## config.mk

```make
export PLATFORM = sky130hd
export DESIGN_NAME = feedback_byte_stream_cipher_core
export DESIGN_NICKNAME = d
export VERILOG_FILES = /design/src/hw/rtl/fbsc_pkg.sv /design/src/hw/rtl/fbsc_ctrl.sv /design/src/hw/rtl/fbsc_dp.sv /design/src/hw/rtl/feedback_byte_stream_cipher_core.sv
export SDC_FILE = /design/constraint.sdc
export NUM_CORES = 2
export LEC_CHECK = 0
export ABC_CLOCK_PERIOD_IN_PS = 17300
export BUFFER_PORTS_ARGS = -buffer_cell sky130_fd_sc_hd__buf_2
export CAP_MARGIN = 5
export CELL_PAD_IN_SITES_DETAIL_PLACEMENT = 1
export CELL_PAD_IN_SITES_GLOBAL_PLACEMENT = 1
export CORE_MARGIN = 3
export CORE_UTILIZATION = 54
export CTS_CLUSTER_DIAMETER = 80
export DETAILED_ROUTE_END_ITERATION = 7
export PLACE_DENSITY_LB_ADDON = 0.1
export SYNTH_ARGS = -nofsm -noshare
export SYNTH_HDL_FRONTEND = slang
export SYNTH_SLANG_ARGS = --single-unit
```

## constraint.sdc

```tcl
create_clock -name aclk -period 17.3 [get_ports aclk]
set_clock_uncertainty 0.15 [all_clocks]
set_input_delay 2.595 -clock aclk [delete_from_list [all_inputs] [get_ports aclk]]
set_output_delay 2.595 -clock aclk [all_outputs]
set_load 0.01 [all_outputs]
```

## src/hw/rtl/fbsc_pkg.sv

```systemverilog
// ----------------------------------------------------------------------------
// fbsc_pkg: shared types and constants of the feedback byte stream cipher
// Holds the keystream constants, controller states and command bundle.
// ----------------------------------------------------------------------------
package fbsc_pkg;

    localparam logic [63:0] STATE_MULT     = 64'd709;
    localparam logic [63:0] STATE_SCRAMBLE = 64'hECD96C09EEFC5F6D;

    // register map, index in units of 8 bytes
    localparam logic        REG_KEY_VALUE  = 1'b0;

    typedef enum logic [0:0] {
        ST_IDLE,
        ST_MIX
    } fbsc_state_t;

    typedef struct packed {
        logic capture;  // take a transaction, multiply state by 709
        logic commit;   // mix the byte, load the output register
    } fbsc_cmd_t;

endpackage

```

## src/hw/rtl/fbsc_ctrl.sv

```systemverilog
// ----------------------------------------------------------------------------
// fbsc_ctrl: controller of the feedback byte stream cipher
// Sequences capture and commit of one byte and owns the output valid flag.
// ----------------------------------------------------------------------------
module fbsc_ctrl
    import fbsc_pkg::*;
(
    input  logic      aclk,
    input  logic      aresetn,
    input  logic      s_tvalid,
    output logic      s_tready,
    output logic      m_tvalid,
    input  logic      m_tready,
    output fbsc_cmd_t cmd
);

    fbsc_state_t state_reg;
    fbsc_state_t state_next;
    logic        out_valid_reg;
    logic        out_valid_next;

    always_ff @(posedge aclk) begin
        if (!aresetn) begin
            state_reg     <= ST_IDLE;
            out_valid_reg <= 1'b0;
        end else begin
            state_reg     <= state_next;
            out_valid_reg <= out_valid_next;
        end
    end

    always_comb begin
        state_next  = state_reg;
        cmd.capture = 1'b0;
        cmd.commit  = 1'b0;
        s_tready    = 1'b0;
        unique case (state_reg)
            ST_IDLE: begin
                s_tready = 1'b1;
                if (s_tvalid) begin
                    cmd.capture = 1'b1;
                    state_next  = ST_MIX;
                end
            end
            ST_MIX: begin
                // commit only once the output register is free or draining
                if (!out_valid_reg || m_tready) begin
                    cmd.commit = 1'b1;
                    state_next = ST_IDLE;
                end
            end
            default: state_next = ST_IDLE;
        endcase

        out_valid_next = out_valid_reg;
        if (cmd.commit) begin
            out_valid_next = 1'b1;
        end else if (m_tready) begin
            out_valid_next = 1'b0;
        end
    end

    assign m_tvalid = out_valid_reg;

endmodule

```

## src/hw/rtl/fbsc_dp.sv

```systemverilog
// ----------------------------------------------------------------------------
// fbsc_dp: datapath of the feedback byte stream cipher
// Holds key state and lane, forms the key byte and the result byte.
// ----------------------------------------------------------------------------
module fbsc_dp
    import fbsc_pkg::*;
(
    input  logic        aclk,
    input  logic        aresetn,
    input  fbsc_cmd_t   cmd,
    input  logic        in_mode,
    input  logic [7:0]  in_data,
    input  logic        in_new_stream,
    input  logic        in_last,
    input  logic [63:0] key_value,
    output logic [7:0]  out_data
);

    logic [63:0] key_state_reg;
    logic [63:0] key_state_next;
    logic [2:0]  lane_reg;
    logic [2:0]  lane_next;

    // captured transaction
    logic [63:0] prod_reg;
    logic [2:0]  cur_lane_reg;
    logic        mode_reg;
    logic        last_reg;
    logic [7:0]  din_reg;
    logic [7:0]  out_data_reg;

    logic [63:0] base_state;
    logic [7:0]  key_byte;
    logic [7:0]  cipher;
    logic [7:0]  result;

    assign base_state = in_new_stream ? key_value : key_state_reg;

    always_ff @(posedge aclk) begin
        if (cmd.capture) begin
            prod_reg     <= base_state * STATE_MULT;
            cur_lane_reg <= in_new_stream ? 3'd0 : lane_reg;
            mode_reg     <= in_mode;
            last_reg     <= in_last;
            din_reg      <= in_data;
        end
        if (cmd.commit) begin
            out_data_reg <= result;
        end
    end

    always_comb begin
        key_byte = prod_reg[{cur_lane_reg, 3'b000} +: 8];
        if (mode_reg) begin
            cipher = din_reg;
            result = din_reg - key_byte;
        end else begin
            cipher = din_reg + key_byte;
            result = cipher;
        end
        key_state_next = key_state_reg;
        lane_next      = lane_reg;
        if (cmd.commit) begin
            key_state_next = prod_reg + ({56'd0, cipher} * STATE_SCRAMBLE);
            lane_next      = last_reg ? 3'd0 : cur_lane_reg + 3'd1;
        end
    end

    always_ff @(posedge aclk) begin
        if (!aresetn) begin
            key_state_reg <= '0;
            lane_reg      <= '0;
        end else begin
            key_state_reg <= key_state_next;
            lane_reg      <= lane_next;
        end
    end

    assign out_data = out_data_reg;

endmodule

```

## src/hw/rtl/feedback_byte_stream_cipher_core.sv

```systemverilog
// ----------------------------------------------------------------------------
// feedback_byte_stream_cipher_core: byte stream cipher with 64-bit key state
// Results are registered: an accepted byte is captured, then committed into
// the output register once that register is free or being drained.
// One byte at a time: no new byte is accepted until the last is committed;
// the multiply by 709 and the scramble multiply-add form the state loop.
// Reset: synchronous active-low aresetn clears key, key state, lane, valids.
// ----------------------------------------------------------------------------
module feedback_byte_stream_cipher_core
    import fbsc_pkg::*;
(
    input  logic        aclk,
    input  logic        aresetn,

    // input stream
    input  logic        s_tvalid,
    output logic        s_tready,
    input  logic [7:0]  s_tdata,   // [7:0] data_in
    input  logic [1:0]  s_tuser,   // [0] mode, [1] new_stream
    input  logic        s_tlast,   // last_of_buffer

    // result stream
    output logic        m_tvalid,
    input  logic        m_tready,
    output logic [7:0]  m_tdata,   // [7:0] data_out

    // configuration port
    input  logic        psel,
    input  logic        penable,
    input  logic        pwrite,
    input  logic [3:0]  paddr,
    input  logic [63:0] pwdata,
    output logic [63:0] prdata,
    output logic        pready
);

    // Key register. Writes land on the access phase; bit 3 of paddr picks
    // the 8-byte register slot, the low bits are don't-care.
    logic [63:0] key_value_reg;
    logic [63:0] key_value_next;
    logic        cfg_write;

    fbsc_cmd_t   cmd;

    assign pready    = 1'b1;
    assign cfg_write = psel && penable && pwrite && pready;

    always_comb begin
        key_value_next = key_value_reg;
        if (cfg_write && (paddr[3] == REG_KEY_VALUE)) begin
            key_value_next = pwdata;
        end
    end

    always_ff @(posedge aclk) begin
        if (!aresetn) begin
            key_value_reg <= '0;
        end else begin
            key_value_reg <= key_value_next;
        end
    end

    // Read back the key; the unused slot reads zero.
    always_comb begin
        prdata = '0;
        if (paddr[3] == REG_KEY_VALUE) begin
            prdata = key_value_reg;
        end
    end

    // Controller: accept one transaction, then commit it into the output
    // register once that register is empty or being drained.
    fbsc_ctrl u_ctrl (
        .aclk     (aclk),
        .aresetn  (aresetn),
        .s_tvalid (s_tvalid),
        .s_tready (s_tready),
        .m_tvalid (m_tvalid),
        .m_tready (m_tready),
        .cmd      (cmd)
    );

    // Datapath: the capture step multiplies the (possibly reloaded) state by
    // 709, the commit step extracts the lane's key byte, adds or subtracts it
    // and folds the ciphertext byte back into the state.
    fbsc_dp u_dp (
        .aclk          (aclk),
        .aresetn       (aresetn),
        .cmd           (cmd),
        .in_mode       (s_tuser[0]),
        .in_data       (s_tdata),
        .in_new_stream (s_tuser[1]),
        .in_last       (s_tlast),
        .key_value     (key_value_reg),
        .out_data      (m_tdata)
    );

endmodule

```

==> summary.md <==
| Metric | Value |
|---|---|
| Hold path start | u_dp.key_state_reg[47] |
| Synth top area cells | fa_1, ha_1, inv_1 |
| Max stage delay on crit path | 970 ps |
| Setup TNS | 0 ps |
| Top cells by count, synth | inv_1, fa_1, ha_1 |
| Dominant synthesized flop cell | dfxtp_1 |
| Type of origin of the critical path | flop |
| Largest net degree at the start of global routing | 78 |
| Fin. max-slew vios | 0 |
| M1 WL | 39800 um |
| PostCTS Resize Cnt | 0 |
| Synth Warn # | 0 |
| Final Hold Fails | 0 |
| Clock slew at reported path FFs | 50 ps |
| GRT overflow | 0 |
| Initial antenna violation count | 6 |
| RSZ-0062 raised after global routing | false |
| PortBufs | 156 |
| Gr usage total | 0.327 |
| Metal2 WL | 42000 um |
| Cells on Worst Hold Path | 2 |
| Most frequent cell after synthesis | inv_1 |
| FF-to-FF End | u_dp.key_state_reg[51] |
| Final net count | 4088 |
| CTS Buffer Depth | 3 |
| CP endpoint kind | flop |
| DR pass1 iterations | 5 |
| Final min period | 10680 ps |
| Initial Utilization | 0.549 |
| Final HPWL DP | 74500 um |
| Total number of vias | 22800 |
| Status | finished, final reports clean |
| Root Buffer | clkbuf_16 |
| Drt total wl | 90800 um |
| Worst-skew pair later-pin latency | 550 ps |
| DRC | 0 |
| Final setup fails | 0 |
| Hold endpoint | u_dp.key_state_reg[47] |
| WL/cell | 22.6 um |
| Post-CTS setup repair buffer count | 0 |
| Number of cell rows | 84 |
| CTS tree | yes |
| WP buf/inv | 3 |
| Routability cong. | 0.934 |
| Worst R2R Path Depth | 32 |
| Period utilization | 0.618 |
| CP Data Required Time | 17550 ps |
| Area Growth Syn to Fin | 8.63% |
| Final ANT Viol Nets | 0 |
| Die Wd | 238 um |
| Synth Register Bits | 218 |
| Die area | 56600 um^2 |
| Synth top area share | 0.246 |
| CP Max Fanout | 17 |
| Largest delay share family, worst path | compound AO/OA/AOI/OAI gates |
| Slew @ Worst Pin | 1150 ps |
| Flop2flop setup slack | 6620 ps |
| Top Layer Used | met5 |
| Max Freq | 93.6 MHz |
| RR Startpoint | u_dp.cur_lane_reg[1] |
| Net Count, Synth | 3982 |
| Ant diodes | 0 |
| Yosys top cell by area | fa_1 |
| Layout fillers | 6198 |
| Core area | 52900 um^2 |
| Slowest stage cell on the critical path | edfxtp_1 |
| Mapped Cells | 3196 |
| I/O pin count | 161 |
| Post-cts hold buffer count | 0 |
| Worst hold path class | flop to flop |
| Data arrival time of the critical path | 10940 ps |
| Number of flops mapped to enable cells by yosys | 85 |
| Layout cells sized above 1 | 0.0884 |
| H-tree lvl count | 2 |
| First-pass GRT wire length | 143000 um |
| Slew margin rel. | 0.229 |
| Routed wl met3 | 5730 um |
| CTS Buf Count | 34 |
| Sequential element share of the synthesized area | 0.180 |
| Number of global-route vias before repair | 25600 |
| WS Path Type | flop to flop |
| Final core utilization | 0.596 |
| Asr flop ratio synth | 0 |
| Syn_area_per_cell | 9.08 um^2 |
| Clk sinks | 218 |
| Initial drt markers | 1357 |
| Vias/cell | 5.67 |
| Mapped Area | 29000 um^2 |
| Die Ht | 238 um |
| Library cells used by synthesis | 90 |
| Max-cap violations | 0 |
## through the flow
stage                     cells  cell area (um^2)  hold slack, ps  setup slack, ps
after floorplan            3196             29000             273             5880
after global placement     3954             30400             285             7210
after detailed placement   3954             30400             303             7040
after CTS                  4015             31500             316             6960
after global routing       4015             31500             340             6350
final                      4015             31500             310             6620
## cell usage in the layout, fill, tap and decap left out, drive strengths merged, types with 23 or more instances in the layout
cell / netlist / final
a21o: 99 / 99
o21ai: 124 / 124
a21oi: 132 / 132
buf: 16 / 171
mux2i: 68 / 68
and2: 36 / 36
dfxtp: 133 / 133
nand4: 27 / 27
a31oi: 23 / 23
edfxtp: 85 / 85
ha: 344 / 344
nor2: 73 / 73
clkbuf: 84 / 45
nand2: 276 / 276
fa: 356 / 356
xnor2: 90 / 90
nand3: 33 / 33
inv: 789 / 793
nor2b: 87 / 87
a21boi: 80 / 80
o21a: 24 / 24
xor2: 51 / 51
## worst reg2reg max path, delay by kind of cell, from the launching register on
kind                     cells  cell delay (ps)
adder cells (fa/ha/maj)      6             2860
buffers and inverters        3              370
AND/OR/NAND/NOR              5              600
XOR/XNOR                     2              640
multiplexers                 2              830
AO/OA/AOI/OAI               14             4120
flip-flops                   1              970
## worst max-delay path by stage
stage | startpoint | to | slack (ps) | cells after the start
3_5_place_dp | s_tuser[1] | u_dp.prod_reg[57] | 7040 | 25
2_1_floorplan | u_dp.cur_lane_reg[0] | u_dp.key_state_reg[62] | 5880 | 25
4_1_cts | u_dp.cur_lane_reg[1] | u_dp.key_state_reg[51] | 6960 | 32
3_3_place_gp | s_tuser[1] | u_dp.prod_reg[57] | 7210 | 25
6_report | u_dp.cur_lane_reg[1] | u_dp.key_state_reg[51] | 6620 | 32
5_1_grt | u_dp.cur_lane_reg[1] | u_dp.key_state_reg[51] | 6350 | 32
## kinds of logic after synthesis
kind of cell / Yosys count / synth area share
other: 1 / 0.000129
adders and majority gates: 700 / 0.394
buffers and inverters: 891 / 0.118
AOI/OAI and AO/OA: 571 / 0.132
DFF: 218 / 0.180
muxes: 90 / 0.0382
and+or+nand+nor: 584 / 0.0961
xor gates and xnor gates: 141 / 0.0425
## area by class of cell
type                       count  area (um^2)  share of cell area
multi-input combinational   2087        20400               0.648
sequential                   218         5220               0.165
clock inverter                16          175             0.00555
timing repair buffer         171          898              0.0285
tap                          688          861              0.0273
clock buffer                  45          997              0.0316
inverter                     790         2970              0.0940
## metal layers
layer  up-vias  track usage
li1      10400            -
met1     11600        0.439
met2       624        0.537
met3       204       0.0629
met4         2        0.110
met5         -            0
Power is left out: the tool's default activity adds up to more than one toggle a clock period on the data nets, which glitch-free logic cannot reach.
